<file path="config.mk">
export PLATFORM = sky130hd
export DESIGN_NAME = sync_frame_deframer_crc16_top
export DESIGN_NICKNAME = d
export VERILOG_FILES = /design/src/hw/rtl/sfd_pkg.sv /design/src/hw/rtl/sync_frame_deframer_crc16_top.sv /design/src/hw/rtl/sfd_payload_ram.sv /design/src/hw/rtl/sfd_hunter.sv
export SDC_FILE = /design/constraint.sdc
export NUM_CORES = 1
export LEC_CHECK = 0
export BUFFER_PORTS_ARGS = -buffer_cell sky130_fd_sc_hd__buf_2
export CORE_AREA = 2 2 299 301
export CTS_CLUSTER_DIAMETER = 30
export DETAILED_ROUTE_END_ITERATION = 8
export DIE_AREA = 0 0 301 303
export MAX_ROUTING_LAYER = met4
export PLACE_DENSITY = 0.53
export RECOVER_POWER = 25
export SETUP_SLACK_MARGIN = 0.2
export SLEW_MARGIN = 20
export SYNTH_ARGS = -nofsm -noshare
export SYNTH_HDL_FRONTEND = slang
export SYNTH_HIERARCHICAL = 1
export SYNTH_SLANG_ARGS = --single-unit
export TNS_END_PERCENT = 20
</file>
<file path="constraint.sdc">
create_clock -name i_clk -period 7.1 [get_ports i_clk]
set_clock_uncertainty 0.15 [all_clocks]
set_input_delay 1.42 -clock i_clk [delete_from_list [all_inputs] [get_ports i_clk]]
set_output_delay 1.42 -clock i_clk [all_outputs]
set_load 0.03 [all_outputs]
</file>
<file path="src/hw/rtl/sfd_pkg.sv">
// Shared types, constants and the CRC-16 byte update for the sync frame deframer.
package sfd_pkg;

    localparam int BUFFER_DEPTH_DEF = 64;

    localparam int LEN_W     = 6;
    localparam int LIM_W     = 7;
    localparam int CFG_IDX_W = 2;
    localparam int WIN_DEPTH = 5;

    localparam logic [CFG_IDX_W-1:0] CFG_SYNC_FIRST  = 2'd0;
    localparam logic [CFG_IDX_W-1:0] CFG_SYNC_SECOND = 2'd1;
    localparam logic [CFG_IDX_W-1:0] CFG_VERSION     = 2'd2;
    localparam logic [CFG_IDX_W-1:0] CFG_MAX_PAYLOAD = 2'd3;

    localparam logic [7:0]       SYNC_FIRST_RST  = 8'hAA;
    localparam logic [7:0]       SYNC_SECOND_RST = 8'h55;
    localparam logic [7:0]       VERSION_RST     = 8'h01;
    localparam logic [LEN_W-1:0] MAX_PAYLOAD_RST = 6'd32;

    localparam logic [15:0] CRC_INIT = 16'hFFFF;
    localparam logic [15:0] CRC_POLY = 16'h1021;

    typedef struct packed {
        logic                    hit;
        logic [7:0]              version;
        logic [7:0]              ftype;
        logic [LEN_W-1:0]        len;
    } t_hdr_hit;

    typedef struct packed {
        logic [WIN_DEPTH-1:0][7:0] w;
        logic [2:0]                fill;
    } t_win;

    function automatic logic [15:0] crc16_byte(input logic [15:0] crc, input logic [7:0] b);
        logic [15:0] c;
        c = crc ^ {b, 8'h00};
        for (int k = 0; k < 8; k++) begin
            if (c[15]) begin
                c = {c[14:0], 1'b0} ^ CRC_POLY;
            end else begin
                c = {c[14:0], 1'b0};
            end
        end
        return c;
    endfunction

endpackage

</file>
<file path="src/hw/rtl/sync_frame_deframer_crc16_top.sv">
// Top level of the sync/length framed packet deframer with CRC-16 check.
//
// Input: one received byte per word on s_axis. Output: one word per payload byte of each
// frame whose CRC-16 (poly 0x1021, init 0xFFFF) over version, type, length and payload
// matches the little-endian CRC that follows it; an empty frame gives a single word with
// byte_valid low. Frames with a bad CRC produce nothing.
// Hunting, payload and CRC bytes are taken one per cycle. After a header is found the
// input holds off while the header CRC runs over version, type and length, one byte per
// cycle. After a good CRC the input holds off while the payload memory is read back, one
// word per cycle when the receiver keeps m_axis_tready high. The read port of the
// payload memory sets this rate; output words appear in the cycle after the memory read
// is issued. The output register holds a finished word while the receiver stalls; once a
// frame's last word is issued, input bytes keep being accepted meanwhile until the next
// drain begins. Configuration is written through i_cfg_we, i_cfg_idx and i_cfg_data; the
// user must write it only while idle; the block itself does not enforce it. Synchronous
// active-low reset empties the header window, returns to hunting, restores the register
// defaults and clears the output valid. The payload memory needs no clearing.
module sync_frame_deframer_crc16_top #(
    parameter int BUFFER_DEPTH = sfd_pkg::BUFFER_DEPTH_DEF
) (
    input  logic                          i_clk,
    input  logic                          i_rst_n,
    input  logic                          i_cfg_we,
    input  logic [sfd_pkg::CFG_IDX_W-1:0] i_cfg_idx,
    input  logic [7:0]                    i_cfg_data,
    input  logic                          s_axis_tvalid,
    output logic                          s_axis_tready,
    input  logic [7:0]                    s_axis_tdata,  // [7:0] data_byte
    output logic                          m_axis_tvalid,
    input  logic                          m_axis_tready,
    // [7:0] frame_type, [13:8] payload_len, [21:14] payload_byte, [27:22] byte_index
    output logic [31:0]                   m_axis_tdata,
    output logic                          m_axis_tlast,
    output logic [0:0]                    m_axis_tuser   // [0] byte_valid
);

    localparam int AW = $clog2(BUFFER_DEPTH);
    localparam logic [sfd_pkg::LIM_W-1:0] DEPTH_LIM = sfd_pkg::LIM_W'(BUFFER_DEPTH);

    typedef enum logic [5:0] {
        S_HUNT  = 6'b000001,
        S_HDR   = 6'b000010,
        S_PAY   = 6'b000100,
        S_CRCL  = 6'b001000,
        S_CRCH  = 6'b010000,
        S_DRAIN = 6'b100000
    } t_state;

    logic [7:0]                r_sync_first;
    logic [7:0]                r_sync_second;
    logic [7:0]                r_version;
    logic [sfd_pkg::LEN_W-1:0] r_max_payload;

    t_state                    r_state;
    t_state                    n_state;
    logic [2:0][7:0]           r_hdr;
    logic [2:0][7:0]           n_hdr;
    logic [1:0]                r_hdr_cnt;
    logic [1:0]                n_hdr_cnt;
    logic [7:0]                r_type;
    logic [7:0]                n_type;
    logic [sfd_pkg::LEN_W-1:0] r_len;
    logic [sfd_pkg::LEN_W-1:0] n_len;
    logic [sfd_pkg::LEN_W-1:0] r_cnt;
    logic [sfd_pkg::LEN_W-1:0] n_cnt;
    logic [sfd_pkg::LEN_W-1:0] r_idx;
    logic [sfd_pkg::LEN_W-1:0] n_idx;
    logic [15:0]               r_crc;
    logic [15:0]               n_crc;
    logic [7:0]                r_crc_low;
    logic [7:0]                n_crc_low;

    logic                      r_out_valid;
    logic                      n_out_valid;
    logic [7:0]                r_out_type;
    logic [sfd_pkg::LEN_W-1:0] r_out_len;
    logic [sfd_pkg::LEN_W-1:0] r_out_index;
    logic                      r_out_bvalid;
    logic                      r_out_last;

    logic [sfd_pkg::LIM_W-1:0] w_limit;
    logic                      in_fire;
    logic                      issue;
    logic                      w_last;
    logic                      wr_en;
    logic                      rd_en;
    logic [7:0]                rd_data;
    logic [sfd_pkg::LEN_W-1:0] cnt_inc;
    sfd_pkg::t_hdr_hit         hit;

    assign w_limit = ({1'b0, r_max_payload} < DEPTH_LIM) ? {1'b0, r_max_payload} : DEPTH_LIM;

    assign s_axis_tready = (r_state == S_HUNT) || (r_state == S_PAY)
                           || (r_state == S_CRCL) || (r_state == S_CRCH);
    assign in_fire = s_axis_tvalid && s_axis_tready;
    assign issue   = (r_state == S_DRAIN) && (!r_out_valid || m_axis_tready);
    assign w_last  = (r_len == '0) || ((r_idx + 6'd1) == r_len);
    assign wr_en   = in_fire && (r_state == S_PAY);
    assign rd_en   = issue && (r_len != '0);
    assign cnt_inc = r_cnt + 6'd1;

    sfd_hunter u_hunter (
        .i_clk         (i_clk),
        .i_rst_n       (i_rst_n),
        .i_byte_en     (in_fire && (r_state == S_HUNT)),
        .i_byte        (s_axis_tdata),
        .i_sync_first  (r_sync_first),
        .i_sync_second (r_sync_second),
        .i_version     (r_version),
        .i_limit       (w_limit),
        .o_hit         (hit)
    );

    sfd_payload_ram #(
        .DEPTH (BUFFER_DEPTH)
    ) u_ram (
        .i_clk     (i_clk),
        .i_wr_en   (wr_en),
        .i_wr_addr (r_cnt[AW-1:0]),
        .i_wr_data (s_axis_tdata),
        .i_rd_en   (rd_en),
        .i_rd_addr (r_idx[AW-1:0]),
        .o_rd_data (rd_data)
    );

    always_comb begin
        n_state     = r_state;
        n_hdr       = r_hdr;
        n_hdr_cnt   = r_hdr_cnt;
        n_type      = r_type;
        n_len       = r_len;
        n_cnt       = r_cnt;
        n_idx       = r_idx;
        n_crc       = r_crc;
        n_crc_low   = r_crc_low;
        n_out_valid = r_out_valid;
        if (r_out_valid && m_axis_tready) begin
            n_out_valid = 1'b0;
        end
        case (r_state)
            S_HUNT: begin
                if (hit.hit) begin
                    n_hdr     = {{2'b00, hit.len}, hit.ftype, hit.version};
                    n_hdr_cnt = 2'd0;
                    n_type    = hit.ftype;
                    n_len     = hit.len;
                    n_cnt     = '0;
                    n_crc     = sfd_pkg::CRC_INIT;
                    n_state   = S_HDR;
                end
            end
            S_HDR: begin
                n_crc     = sfd_pkg::crc16_byte(r_crc, r_hdr[0]);
                n_hdr     = r_hdr >> 8;
                n_hdr_cnt = r_hdr_cnt + 2'd1;
                if (r_hdr_cnt == 2'd2) begin
                    n_state = (r_len == '0) ? S_CRCL : S_PAY;
                end
            end
            S_PAY: begin
                if (in_fire) begin
                    n_crc = sfd_pkg::crc16_byte(r_crc, s_axis_tdata);
                    n_cnt = cnt_inc;
                    if (cnt_inc >= r_len) begin
                        n_state = S_CRCL;
                    end
                end
            end
            S_CRCL: begin
                if (in_fire) begin
                    n_crc_low = s_axis_tdata;
                    n_state   = S_CRCH;
                end
            end
            S_CRCH: begin
                if (in_fire) begin
                    n_cnt = '0;
                    n_idx = '0;
                    if ({s_axis_tdata, r_crc_low} == r_crc) begin
                        n_state = S_DRAIN;
                    end else begin
                        n_state = S_HUNT;
                    end
                end
            end
            S_DRAIN: begin
                if (issue) begin
                    n_out_valid = 1'b1;
                    n_idx       = r_idx + 6'd1;
                    if (w_last) begin
                        n_state = S_HUNT;
                    end
                end
            end
            default: begin
                n_state = S_HUNT;
            end
        endcase
    end

    always_ff @(posedge i_clk) begin
        if (!i_rst_n) begin
            r_state       <= S_HUNT;
            r_out_valid   <= 1'b0;
            r_sync_first  <= sfd_pkg::SYNC_FIRST_RST;
            r_sync_second <= sfd_pkg::SYNC_SECOND_RST;
            r_version     <= sfd_pkg::VERSION_RST;
            r_max_payload <= sfd_pkg::MAX_PAYLOAD_RST;
            r_cnt         <= '0;
            r_idx         <= '0;
            r_hdr_cnt     <= 2'd0;
        end else begin
            r_state     <= n_state;
            r_out_valid <= n_out_valid;
            r_cnt       <= n_cnt;
            r_idx       <= n_idx;
            r_hdr_cnt   <= n_hdr_cnt;
            if (i_cfg_we) begin
                case (i_cfg_idx)
                    sfd_pkg::CFG_SYNC_FIRST:  r_sync_first  <= i_cfg_data;
                    sfd_pkg::CFG_SYNC_SECOND: r_sync_second <= i_cfg_data;
                    sfd_pkg::CFG_VERSION:     r_version     <= i_cfg_data;
                    sfd_pkg::CFG_MAX_PAYLOAD: r_max_payload <= i_cfg_data[sfd_pkg::LEN_W-1:0];
                    default: begin
                    end
                endcase
            end
        end
    end

    always_ff @(posedge i_clk) begin
        r_hdr     <= n_hdr;
        r_type    <= n_type;
        r_len     <= n_len;
        r_crc     <= n_crc;
        r_crc_low <= n_crc_low;
        if (issue) begin
            r_out_type   <= r_type;
            r_out_len    <= r_len;
            r_out_index  <= (r_len == '0) ? '0 : r_idx;
            r_out_bvalid <= (r_len != '0);
            r_out_last   <= w_last;
        end
    end

    assign m_axis_tvalid = r_out_valid;
    assign m_axis_tdata  = {4'b0000, r_out_index, (r_out_bvalid ? rd_data : 8'h00),
                            r_out_len, r_out_type};
    assign m_axis_tlast  = r_out_last;
    assign m_axis_tuser  = r_out_bvalid;

    a_no_rw_overlap: assert property (@(posedge i_clk) disable iff (!i_rst_n)
        !(wr_en && rd_en))
        else $error("payload memory written and read in the same cycle");

    a_index_in_range: assert property (@(posedge i_clk) disable iff (!i_rst_n)
        m_axis_tvalid && m_axis_tuser[0] |-> (r_out_index < r_out_len))
        else $error("output byte index beyond payload length");

    a_empty_word: assert property (@(posedge i_clk) disable iff (!i_rst_n)
        m_axis_tvalid && !m_axis_tuser[0] |-> m_axis_tlast && (r_out_len == '0))
        else $error("empty-frame word is malformed");

    a_drain_entry: assert property (@(posedge i_clk) disable iff (!i_rst_n)
        (r_state == S_DRAIN) && ($past(r_state) != S_DRAIN) |-> $past(r_state) == S_CRCH)
        else $error("readout started without a CRC check");

    a_count_bound: assert property (@(posedge i_clk) disable iff (!i_rst_n)
        (r_state == S_PAY) |-> (r_cnt < r_len))
        else $error("payload count reached length while still storing");

endmodule

</file>
<file path="src/hw/rtl/sfd_payload_ram.sv">
// Single-port-per-direction payload memory with a registered read port.
module sfd_payload_ram #(
    parameter int DEPTH = sfd_pkg::BUFFER_DEPTH_DEF,
    parameter int AW    = $clog2(DEPTH)
) (
    input  logic          i_clk,
    input  logic          i_wr_en,
    input  logic [AW-1:0] i_wr_addr,
    input  logic [7:0]    i_wr_data,
    input  logic          i_rd_en,
    input  logic [AW-1:0] i_rd_addr,
    output logic [7:0]    o_rd_data
);

    logic [7:0] r_mem [DEPTH];
    logic [7:0] r_rd_data;

    always_ff @(posedge i_clk) begin
        if (i_wr_en) begin
            r_mem[i_wr_addr] <= i_wr_data;
        end
    end

    always_ff @(posedge i_clk) begin
        if (i_rd_en) begin
            r_rd_data <= r_mem[i_rd_addr];
        end
    end

    assign o_rd_data = r_rd_data;

endmodule

</file>
<file path="src/hw/rtl/sfd_hunter.sv">
// Five-byte sliding header window that hunts for sync pair, version and length.
module sfd_hunter (
    input  logic                          i_clk,
    input  logic                          i_rst_n,
    input  logic                          i_byte_en,
    input  logic [7:0]                    i_byte,
    input  logic [7:0]                    i_sync_first,
    input  logic [7:0]                    i_sync_second,
    input  logic [7:0]                    i_version,
    input  logic [sfd_pkg::LIM_W-1:0]     i_limit,
    output sfd_pkg::t_hdr_hit             o_hit
);

    logic [sfd_pkg::WIN_DEPTH-1:0][7:0] r_win;
    logic [2:0]                         r_fill;
    logic [sfd_pkg::WIN_DEPTH-1:0][7:0] n_win;
    logic [2:0]                         n_fill;

    sfd_pkg::t_win s0;
    sfd_pkg::t_win s1;
    sfd_pkg::t_win s2;
    sfd_pkg::t_win s3;
    logic          good_hdr;

    // One scan: cut window to first sync pair, else keep a trailing first byte or empty it.
    function automatic sfd_pkg::t_win scan(input sfd_pkg::t_win s, input logic [7:0] sf,
                                           input logic [7:0] ss);
        sfd_pkg::t_win r;
        logic          found;
        logic [2:0]    pos;
        logic [7:0]    tail;
        r     = s;
        found = 1'b0;
        pos   = 3'd0;
        tail  = 8'h00;
        for (int i = sfd_pkg::WIN_DEPTH - 2; i >= 0; i--) begin
            if ((i + 1) < int'(s.fill) && s.w[i] == sf && s.w[i+1] == ss) begin
                found = 1'b1;
                pos   = 3'(i);
            end
        end
        for (int k = 0; k < sfd_pkg::WIN_DEPTH; k++) begin
            if (k + 1 == int'(s.fill)) begin
                tail = s.w[k];
            end
        end
        if (s.fill >= 3'd2) begin
            if (found) begin
                r.w    = s.w >> (8 * pos);
                r.fill = s.fill - pos;
            end else if (tail == sf) begin
                r.w[0] = sf;
                r.fill = 3'd1;
            end else begin
                r.fill = 3'd0;
            end
        end
        return r;
    endfunction

    always_comb begin
        s0.w    = r_win;
        s0.fill = r_fill + 3'd1;
        for (int k = 0; k < sfd_pkg::WIN_DEPTH; k++) begin
            if (k == int'(r_fill)) begin
                s0.w[k] = i_byte;
            end
        end
        s1       = scan(s0, i_sync_first, i_sync_second);
        good_hdr = (s1.fill == 3'd5) && (s1.w[2] == i_version)
                   && (s1.w[4] <= {1'b0, i_limit});
        s2.w     = s1.w >> 8;
        s2.fill  = 3'd4;
        s3       = scan(s2, i_sync_first, i_sync_second);

        o_hit.hit     = i_byte_en && good_hdr;
        o_hit.version = s1.w[2];
        o_hit.ftype   = s1.w[3];
        o_hit.len     = s1.w[4][sfd_pkg::LEN_W-1:0];

        n_win  = r_win;
        n_fill = r_fill;
        if (i_byte_en) begin
            if (s1.fill != 3'd5) begin
                n_win  = s1.w;
                n_fill = s1.fill;
            end else if (good_hdr) begin
                n_fill = 3'd0;
            end else begin
                n_win  = s3.w;
                n_fill = s3.fill;
            end
        end
    end

    always_ff @(posedge i_clk) begin
        if (!i_rst_n) begin
            r_fill <= 3'd0;
        end else begin
            r_fill <= n_fill;
        end
    end

    always_ff @(posedge i_clk) begin
        r_win <= n_win;
    end

endmodule
</file>
* Yosys cells after proc, flatten, opt, wreduce, memory -nomap -nowiden
Memory sizes are Yosys's and may differ from the RTL's. A register that Yosys moved wholly into a read port is not among the register bits.
Cells that the tools add are included.
** Storage, ports and cells
- Memories kept :: 1
- Register bits :: 178
- Logic and storage cells :: 260
- Bits in writable memories :: 512
- Output and inout bits :: 36
- Bits in latches :: 0
- Bits of input ports :: 23
- Bits in read-only memories :: 0
** Memory list
- u_ram.r_mem :: words 64, bits a word 8, read ports 1, clocked after memory_dff 1, wr ports 1, line sfd_payload_ram.sv:15 : logic [7:0] r_mem [DEPTH];
** Cells by class
- Shift-type cells :: 2
- Mux-type cells :: 104
- Order comparisons :: 7
- Reduce and logical (&&, ||, !) cells :: 46
- Multiply operators :: 0
- Div/mod/pow operators :: 0
- $add $sub $neg :: 6
- Eq/ne operators :: 49
- Bitwise operators :: 18
** Operator list (number)
- $mux W16 :: 23
- $mux W13 :: 16
- $eq A8 B8 Y1 :: 17
- $mux W8 :: 13
- $mux W40 :: 2
- $mux W6 :: 13
- $mux W32 :: 2
- $not A3 Y3 :: 16
- $pmux W16 S3 :: 1
- $pmux W24 S2 :: 1
- $mux W43 :: 1
- $shr A32 B5 Y40 :: 1
- $shr A40 B5 Y40 :: 1
- $pmux W6 S6 :: 1
- $xor A16 B16 Y16 :: 2
- $mux W24 :: 1
- $mux W11 :: 2
- $eq A3 B3 Y1 const A :: 7
- $logic_and A1 B1 Y1 :: 20
- $pmux W6 S3 :: 1
- $eq A16 B16 Y1 :: 1
- $mux W2 :: 8
- $ne A2 B2 Y1 const B :: 8
- $reduce_and A2 Y1 :: 8
- 40 further kinds :: 66

* Depth between registers and ports, before layout
Gate-level depths: netlist of run 1.
- Depth after elaboration :: 35
- Gate-level depth with buffers :: 31
- Depth with buffers taken out :: 26

* Hierarchy
The synthesis of run 1 kept the hierarchy.
** By module, submodules not included
- sfd_payload_ram :: sequential area each 15615.0 µm², area each 20246.9 µm², instances 1, cells an instance 940
- sfd_hunter :: sequential area each 1261.2 µm², area each 7634.8 µm², instances 1, cells an instance 1020
- sync_frame_deframer_crc16_top :: sequential area each 3483.3 µm², area each 6139.6 µm², instances 1, cells an instance 553

* Worst setup path before layout of run 1
OpenSTA, ideal clock, no wires.
- Kind :: in2reg
- Start point :: input port s_axis_tdata[1]
- End point :: register r_crc[0], enable pin
- Stages on the path :: 19
- Data arrival time :: 7061 ps
- Data required time :: 6556 ps
- Slack :: -505 ps
- Path through :: clkbuf_1 -> mux2i_1 -> xnor2_1 -> or4_4 -> or4_1 -> buf_2 -> buf_1 -> o221ai_1 -> clkbuf_1 -> inv_1 -> fa_1 -> xor2_1 -> a21oi_1 -> nand4_1 -> or4_1 -> nor4_1 -> and2_1 -> o22ai_1 -> a21oi_1
** RTL lines
- from (decl) :: line sync_frame_deframer_crc16_top.sv:28 : input logic [7:0] s_axis_tdata,
- to (signal assigned) :: line sync_frame_deframer_crc16_top.sv:235 : r_crc <= n_crc;
- to (decl) :: line sync_frame_deframer_crc16_top.sv:68 : logic [15:0] r_crc;

* Final worst setup path of run 1
- Start point :: input port s_axis_tdata[7]
- End point :: register u_hunter/r_win[6] in the netlist's numbering (data pin)
** Between the ends
- Cells in the longest elaborated chain, start to end :: 20
- Elaborated cells between the ends (all ways) :: 64
- Classes of those cells :: add/sub (1); eq/ne (17); shift (2); mux (33); reduce/logical (11)
** Ends and longest elaborated chain
- $mux W8 :: line sfd_hunter.sv:65 : if (k == int'(r_fill)) begin
- $eq A8 B8 Y1 :: line sfd_hunter.sv:37 : if ((i + 1) < int'(s.fill) && s.w[i] == sf && s.w[i+1] == ss) begin
- $logic_and A1 B1 Y1 (2 in a row) :: line sfd_hunter.sv:37
- $mux W2 (4 in a row) :: line sfd_hunter.sv:37
- $shr A40 B5 Y40 :: line sfd_hunter.sv:49 : r.w = s.w >> (8 * pos);
- $mux W32 :: line sfd_hunter.sv:48 : if (found) begin
- $mux W43 * :: line sfd_hunter.sv:47 : if (s.fill >= 3'd2) begin
- $eq A8 B8 Y1 :: line sfd_hunter.sv:37
- $logic_and A1 B1 Y1 :: line sfd_hunter.sv:37
- $mux W2 (3 in a row) :: line sfd_hunter.sv:37
- $shr A32 B5 Y40 :: line sfd_hunter.sv:49
- $mux W11 :: line sfd_hunter.sv:48
- $mux W40 :: line sfd_hunter.sv:87 : end else if (good_hdr) begin
- $mux W40 * :: line sfd_hunter.sv:84 : if (s1.fill != 3'd5) begin
- to (signal assigned) :: line sfd_hunter.sv:105 : r_win <= n_win;
- to (decl) :: line sfd_hunter.sv:14 : logic [sfd_pkg::WIN_DEPTH-1:0][7:0] r_win;
Mark *: on every way between the ends. The rest lies on a longest branch, timed or not. The select of a mux whose other input is x is not followed.
A chain may end at the register's enable or synchronous reset.

==> results of run 1 <==
power by group through the flow:
stage	combinational [uW]	sequential (uW)	clock (uW)
after floorplan	363	4600	0
after global placement	713	4640	0
after detailed placement	706	4640	0
after CTS	710	4560	6750
after global routing	763	4560	6960
final	732	4570	6650
metrics by stage:
step	hold WS [ps]	std cells	worst slack, ps
global route	300	4011	153
detailed placement	258	3758	-2.87
floorplan	250	2517	83.6
CTS	301	4008	335
global placement	288	3758	-3.15
finish	296	4012	377
worst paths after layout:
| check | from | cells past startpoint | to |
|---|---|---|---|
| setup / recovery | s_axis_tdata[7] | 19 | u_hunter/r_win[6]$_DFFE_PP_ |
| hold / removal | r_type[2]$_DFFE_PP_ | 0 | r_out_type[2]$_DFFE_PP_ |
| setup reg to reg | u_hunter/r_fill[0]$_SDFFE_PN0P_ | 22 | r_state[0]$_SDFFE_PN1P_ |
| hold reg to reg | r_type[2]$_DFFE_PP_ | 0 | r_out_type[2]$_DFFE_PP_ |
worst max-delay path, stage by stage:
cell and delay [ps]:
clkbuf_1 540, nor2_1 230, o31a_1 340, or3_1 330, buf_4 160, nor4_4 390, buf_4 280, buf_4 250
nor4_1 100, or4_1 480, a2111oi_0 830, buf_4 230, nand4_1 140, buf_12 210, nor2_1 170, a31oi_1 80
a211oi_1 380, o21ai_1 240, buf_4 190
state kept, by name (all words and copies together), names as in the netlist, 3 cells and up:
| register | flops |
|---|---|
| r_sync_first | 8 |
| r_len | 6 |
| r_out_len | 6 |
| r_hdr | 22 |
| r_crc | 16 |
| u_hunter/r_fill | 3 |
| r_out_type | 8 |
| r_state | 6 |
| r_crc_low | 8 |
| r_sync_second | 8 |
| r_cnt | 6 |
| r_idx | 6 |
| r_version | 8 |
| u_ram/o_rd_data | 8 |
| r_out_index | 6 |
| u_ram/r_mem | 512 |
| r_type | 8 |
| r_max_payload | 6 |
| u_hunter/r_win | 40 |
cell type report:
cell class | instances | area share [%]
flip-flops and latches | 696 | 49.2
multi-input cells | 1555 | 30.2
clock buffers | 150 | 8.43
repair buffers | 267 | 4.69
well taps | 1165 | 3.52
clock inverters | 100 | 3.26
inverters | 76 | 0.689
diodes | 3 | 0.0181
logic make-up (layout without fill, tap and decap cells):
kind of cell,after synthesis,after routing,synth area share (%)
simple gates,654,654,9.36
buf+inv,266,593,3.80
fa+ha+maj,22,22,0.831
xor+xnor,144,144,3.71
compound gates,471,471,9.94
mux,259,259,12.5
flops,696,696,59.8
other cells,1,8,0.0110
per-layer routing:
metal / track usage [%] / share of wire (%)
met2: 39.1 / 44
met5: - / 0
met3: 6.12 / 8.8
met4: 7.94 / 2.5
met1: 38.9 / 45
synth_stat cells (13+ instances only):
cell type / n / area share, %
mux4_2: 126 / 8.3
nand4_1: 16 / 0.29
a21oi_1: 79 / 1.2
nand2b_1: 20 / 0.37
a2111oi_0: 13 / 0.33
ha_1: 21 / 0.77
o21ai_0: 67 / 0.99
a211oi_1: 28 / 0.62
o211ai_1: 21 / 0.46
xnor2_1: 100 / 2.6
mux2i_1: 96 / 2.8
nor2b_1: 38 / 0.70
nor3_1: 31 / 0.46
inv_1: 67 / 0.74
a22oi_1: 19 / 0.42
edfxtp_1: 642 / 57
a221oi_1: 15 / 0.39
nor2_1: 180 / 2.0
dfxtp_1: 54 / 3.2
clkbuf_1: 90 / 0.99
nor4_1: 31 / 0.57
nand2_1: 197 / 2.2
nand3_1: 50 / 0.74
o221ai_1: 30 / 0.77
buf_1: 15 / 0.17
o22ai_1: 44 / 0.81
and2_1: 33 / 0.61
xor2_1: 44 / 1.1
buf_4: 43 / 0.95
buf_2: 31 / 0.46
mux2_2: 31 / 1.0
o21ai_1: 17 / 0.25
what timing repair did:
action,4_1_cts,5_1_grt
gates resized for setup,0,7
hold buffers,0,0
endpoints found under the setup margin,0,66
==> results_dict.tcl, run 1 <==
set metrics [dict create \
    synthCells 2513 \
    post-route-period-util_pct 94.7 \
    die_h_um 303 \
    initialDrtViolationCount 2914 \
    ioPinCount 59 \
    grt_pass1_wl_um 173000 \
    utilization_pct 47.0 \
    routedWlPerCell_um 30.1 \
    dp_hpwl_um 85000 \
    min_period_ps 6720 \
    p_switching_uw 2730 \
    via_count 24200 \
    synth_seq_cells 696 \
    crit_fanout 15 \
    p_leak_uw 0.0140 \
    cts_root_buf "clkbuf_16" \
    internal_power_uw 9220 \
    antenna_found_initial 5 \
    r2r_slack_ps 400 \
    grt_max_degree 99 \
    clock_path_buffers 3 \
    clkTransAtPathRegs_ps 50 \
    powerDensity_nw_per_um2 289 \
    final_nets 2776 \
    drv_slew 351 \
    hold_viol 0 \
    first_pass_iters 6 \
    fp.coreArea_um2 88000 \
    worst_setup_path_end_kind "register" \
    dieArea_um2 91200 \
    ys_types 103 \
    portBuffers 54 \
    pwr-share-clk_pct 55.7 \
    grt_overflow 0 \
    finalInstanceArea_um2 41400 \
    track_usage_pct 27.3 \
    multiInputGateArea_um2 12500 \
    route.detailed.drc 0 \
    place_congestion 1.03 \
    peakVddDrop_mv 0.218 \
    syn_avg_cell_area_um2 13.5 \
    finalWirelength_um 121000 \
    seq_area_um2 20400 \
    n_fill_cell 7751 \
    cts_buffers 135 \
    setup_tns_ps 0 \
    placedInstanceArea_um2 36600 \
    tightest_slew_ps 3020 \
    post_cts_buffers 0 \
    power_uw 12000 \
    seq_power_share_pct 38.2 \
    syn_to_final_growth_pct 21.7 \
    critical_path.startpoint_type "input port" \
    slew_headroom_pct -101 \
    h-tree-depth 4 \
    crit_type "in -> reg" \
    cts_tree "yes" \
    drive_gt1_share_pct 24.4 \
    row_count 109 \
    die_w_um 301 \
    rsz0062_at_grt "false" \
    setup_viol 0 \
    netlist_area_um2 34000 \
    status "finished, violations left" \
    hold_class "reg -> reg" \
    async_reset_ff_share_pct 0 \
    pwr-share-comb_pct 6.1 \
    fmax_mhz 149 \
    yosysWarnings 6 \
    clock_latency_ps 690 \
    seq_area_frac_synth_pct 59.8 \
    final_common_cell "edfxtp_1" \
    switching_share_pct 22.8 \
    layout_common_cells "edfxtp_1, nand2_1, buf_4" \
    synth_edf_count 642 \
    via_per_inst 6.02 \
    violations "capacitance limit, slew limit" \
    cts_num_sinks 696 \
    start_util_pct 38.7 \
    maxCapViolations 8 \
    grt_pass1_vias 23600 \
    final_antenna_net_count 0 \
    synth_top_flop_cell "edfxtp_1" \
    worstPathArrival_ps 7000 \
    critPathRequiredTime_ps 7380 \
]
(Power assumes the default switching activity.)
==> run 2: changes to the inputs <==
--- a/config.mk
+++ b/config.mk
@@ -5,14 +5,15 @@
 export SDC_FILE = /design/constraint.sdc
 export NUM_CORES = 1
 export LEC_CHECK = 0
+export ABC_AREA = 1
 export BUFFER_PORTS_ARGS = -buffer_cell sky130_fd_sc_hd__buf_2
-export CORE_AREA = 2 2 299 301
+export CORE_AREA = 2 2 304 306
 export CTS_CLUSTER_DIAMETER = 30
+export CTS_CLUSTER_SIZE = 40
 export DETAILED_ROUTE_END_ITERATION = 8
-export DIE_AREA = 0 0 301 303
+export DIE_AREA = 0 0 306 308
 export MAX_ROUTING_LAYER = met4
-export PLACE_DENSITY = 0.53
-export RECOVER_POWER = 25
+export PLACE_DENSITY = 0.54
 export SETUP_SLACK_MARGIN = 0.2
 export SLEW_MARGIN = 20
 export SYNTH_ARGS = -nofsm -noshare
==> results_dict.tcl, run 2 <==
set metrics [dict create \
    dp_hpwl_um 81100 \
    place_congestion 0.947 \
    rr_worst_depth 31 \
    final_antenna_net_count 0 \
    hold_viol 0 \
    stdcell_count 5301 \
    synth_seq_cells 696 \
    synth_area_leaders "edfxtp_1, nand2_1, nand3_1" \
    grt_max_degree 148 \
    ys_types 52 \
    synthCells 3887 \
    crit_fanout 14 \
    via_per_inst 5.41 \
    reg_top3 "u_ram/r_mem (512), u_hunter/r_win (40), r_hdr (22)" \
    h-tree-depth 4 \
    endpoint "r_state[2]$_SDFFE_PN0P_" \
    fp.coreArea_um2 91000 \
    clkTransAtPathRegs_ps 50 \
    ioPinCount 59 \
    netlist_area_um2 35300 \
    worst_setup_path_end_kind "register" \
    tightest_slew_ps 1060 \
    synth.top_cell.area_share_pct 54.7 \
    utilization_pct 45.7 \
    cts_num_sinks 696 \
    track_usage_pct 26.5 \
    synth_top_area_cell "edfxtp_1" \
    power_uw 15100 \
    dieArea_um2 94200 \
    finalWirelength_um 122000 \
    largest_reg_flops 512 \
    syn_avg_cell_area_um2 9.07 \
    synth_top_flop_cell "edfxtp_1" \
    row_count 111 \
    holdBufCountCts 0 \
    min_period_ps 6230 \
    fmax_mhz 160 \
    die_h_um 308 \
    first_pass_iters 6 \
    setup_tns_ps 0 \
    dpl.cell_count 5012 \
    hold_class "reg -> reg" \
    async_reset_ff_share_pct 0 \
    clock_latency_ps 760 \
    cp-startpoint "u_hunter/r_fill[0]$_SDFFE_PN0P_" \
    post-route-period-util_pct 87.8 \
    critPathRequiredTime_ps 7600 \
    path_common_cell "nand3_1" \
    cpMaxStageDelayCell "ha_1" \
    layout_common_cells "nand2_1, nand3_1, edfxtp_1" \
    seq_area_frac_synth_pct 57.7 \
    grt_pass1_wl_um 180000 \
    clock_path_buffers 3 \
    via_count 28700 \
    synth_edf_count 642 \
    drive_gt1_share_pct 11.5 \
    r2r_slack_ps 870 \
    antenna_found_initial 1 \
    critical_path.startpoint_type "register" \
    cts_buffers 155 \
    crit_type "reg -> reg" \
    cts_tree "yes" \
    syn_to_final_growth_pct 18.0 \
    initialDrtViolationCount 3220 \
    final_nets 4028 \
    post-synth-top-count-cell "nand2_1" \
    yosysWarnings 6 \
    worstPathArrival_ps 6730 \
    setup_viol 0 \
    grt_pass1_vias 26800 \
    post_cts_buffers 0 \
    drv_slew 0 \
    die_w_um 306 \
    peakVddDrop_mv 0.238 \
    routedWlPerCell_um 23.1 \
    slew_headroom_pct 29.3 \
    grt_overflow 0 \
    regMostFlops "u_ram/r_mem" \
    p_leak_uw 0.0168 \
    cts_resized 0 \
    portBuffers 54 \
    r2r-start "u_hunter/r_fill[0]$_SDFFE_PN0P_" \
    final_common_cell "nand2_1" \
    rsz0062_at_grt "false" \
    cts_root_buf "clkbuf_16" \
    maxCapViolations 0 \
    powerDensity_nw_per_um2 363 \
    status "complete, no violations" \
    netlist_top_cells_count "nand2_1, nand3_1, edfxtp_1" \
    max_stage_delay_ps 620 \
    start_util_pct 38.8 \
    route.detailed.drc 0 \
    rr_endpoint "r_state[2]$_SDFFE_PN0P_" \
]
==> run 2: stage by stage <==
stage / instance area [um^2] / hold slack (ps) / setup WS, ps
floorplan: 35300 / 250 / 833
global placement: 36400 / 256 / 473
finish: 41600 / 267 / 867
global route: 41600 / 268 / 436
detailed placement: 36400 / 262 / 400
CTS: 41600 / 266 / 967
==> run 2: worst min-delay path by stage <==
stage / slack (ps) / startpoint / cells past startpoint / to
5_1_grt: 270 / r_type[0]$_DFFE_PP_ / 0 / r_out_type[0]$_DFFE_PP_
6_report: 270 / r_type[0]$_DFFE_PP_ / 0 / r_out_type[0]$_DFFE_PP_
3_5_place_dp: 260 / r_type[6]$_DFFE_PP_ / 0 / r_out_type[6]$_DFFE_PP_
2_1_floorplan: 250 / r_type[0]$_DFFE_PP_ / 0 / r_out_type[0]$_DFFE_PP_
4_1_cts: 270 / r_type[0]$_DFFE_PP_ / 0 / r_out_type[0]$_DFFE_PP_
3_3_place_gp: 260 / r_type[0]$_DFFE_PP_ / 0 / r_out_type[0]$_DFFE_PP_
==> run 2: kinds of logic (layout without fill, tap and decap cells) <==
family	count (synthesis)	in the layout	synth area share (%)
buffers and inverters	470	693	6.76
and+or+nand+nor	2367	2367	28.8
adders and majority gates	22	22	0.802
DFF	696	696	57.7
other	1	6	0.0106
xor gates and xnor gates	68	68	1.69
AOI/OAI and AO/OA	263	263	4.20
==> run 2: report_power, final <==
part	switching (uW)	internal [uW]	total, uW
clock network	2430	4550	6980
logic	2340	922	3270
registers	131	4740	4870
total	4910	10200	15100
==> run 2: metal layers <==
metal	vias up	GRT usage, %	share of wire [%]
met3	180	4.40	7.5
met5	-	-	0
li1	13400	-	-
met2	1235	39.7	45
met1	13900	36.9	45
met4	0	7.93	2.6
==> run 2: layout make-up <==
| class | instances | area [um^2] |
|---|---|---|
| diodes | 1 | 2.50 |
| clock buffers | 173 | 3950 |
| multi-input cells | 2725 | 12600 |
| inverters | 253 | 963 |
| fillers | 8697 | 49400 |
| flip-flops and latches | 696 | 20400 |
| well taps | 1186 | 1480 |
| repair buffers | 152 | 1050 |
| clock inverters | 115 | 1250 |
==> run 2: critical path: cells and delay by family (launching register included) <==
family	cells	cell delay, ps
AND/OR/NAND/NOR	19	2680
adder cells (fa/ha/maj)	3	1220
AO/OA/AOI/OAI	3	940
buffers and inverters	6	750
flip-flops	1	410
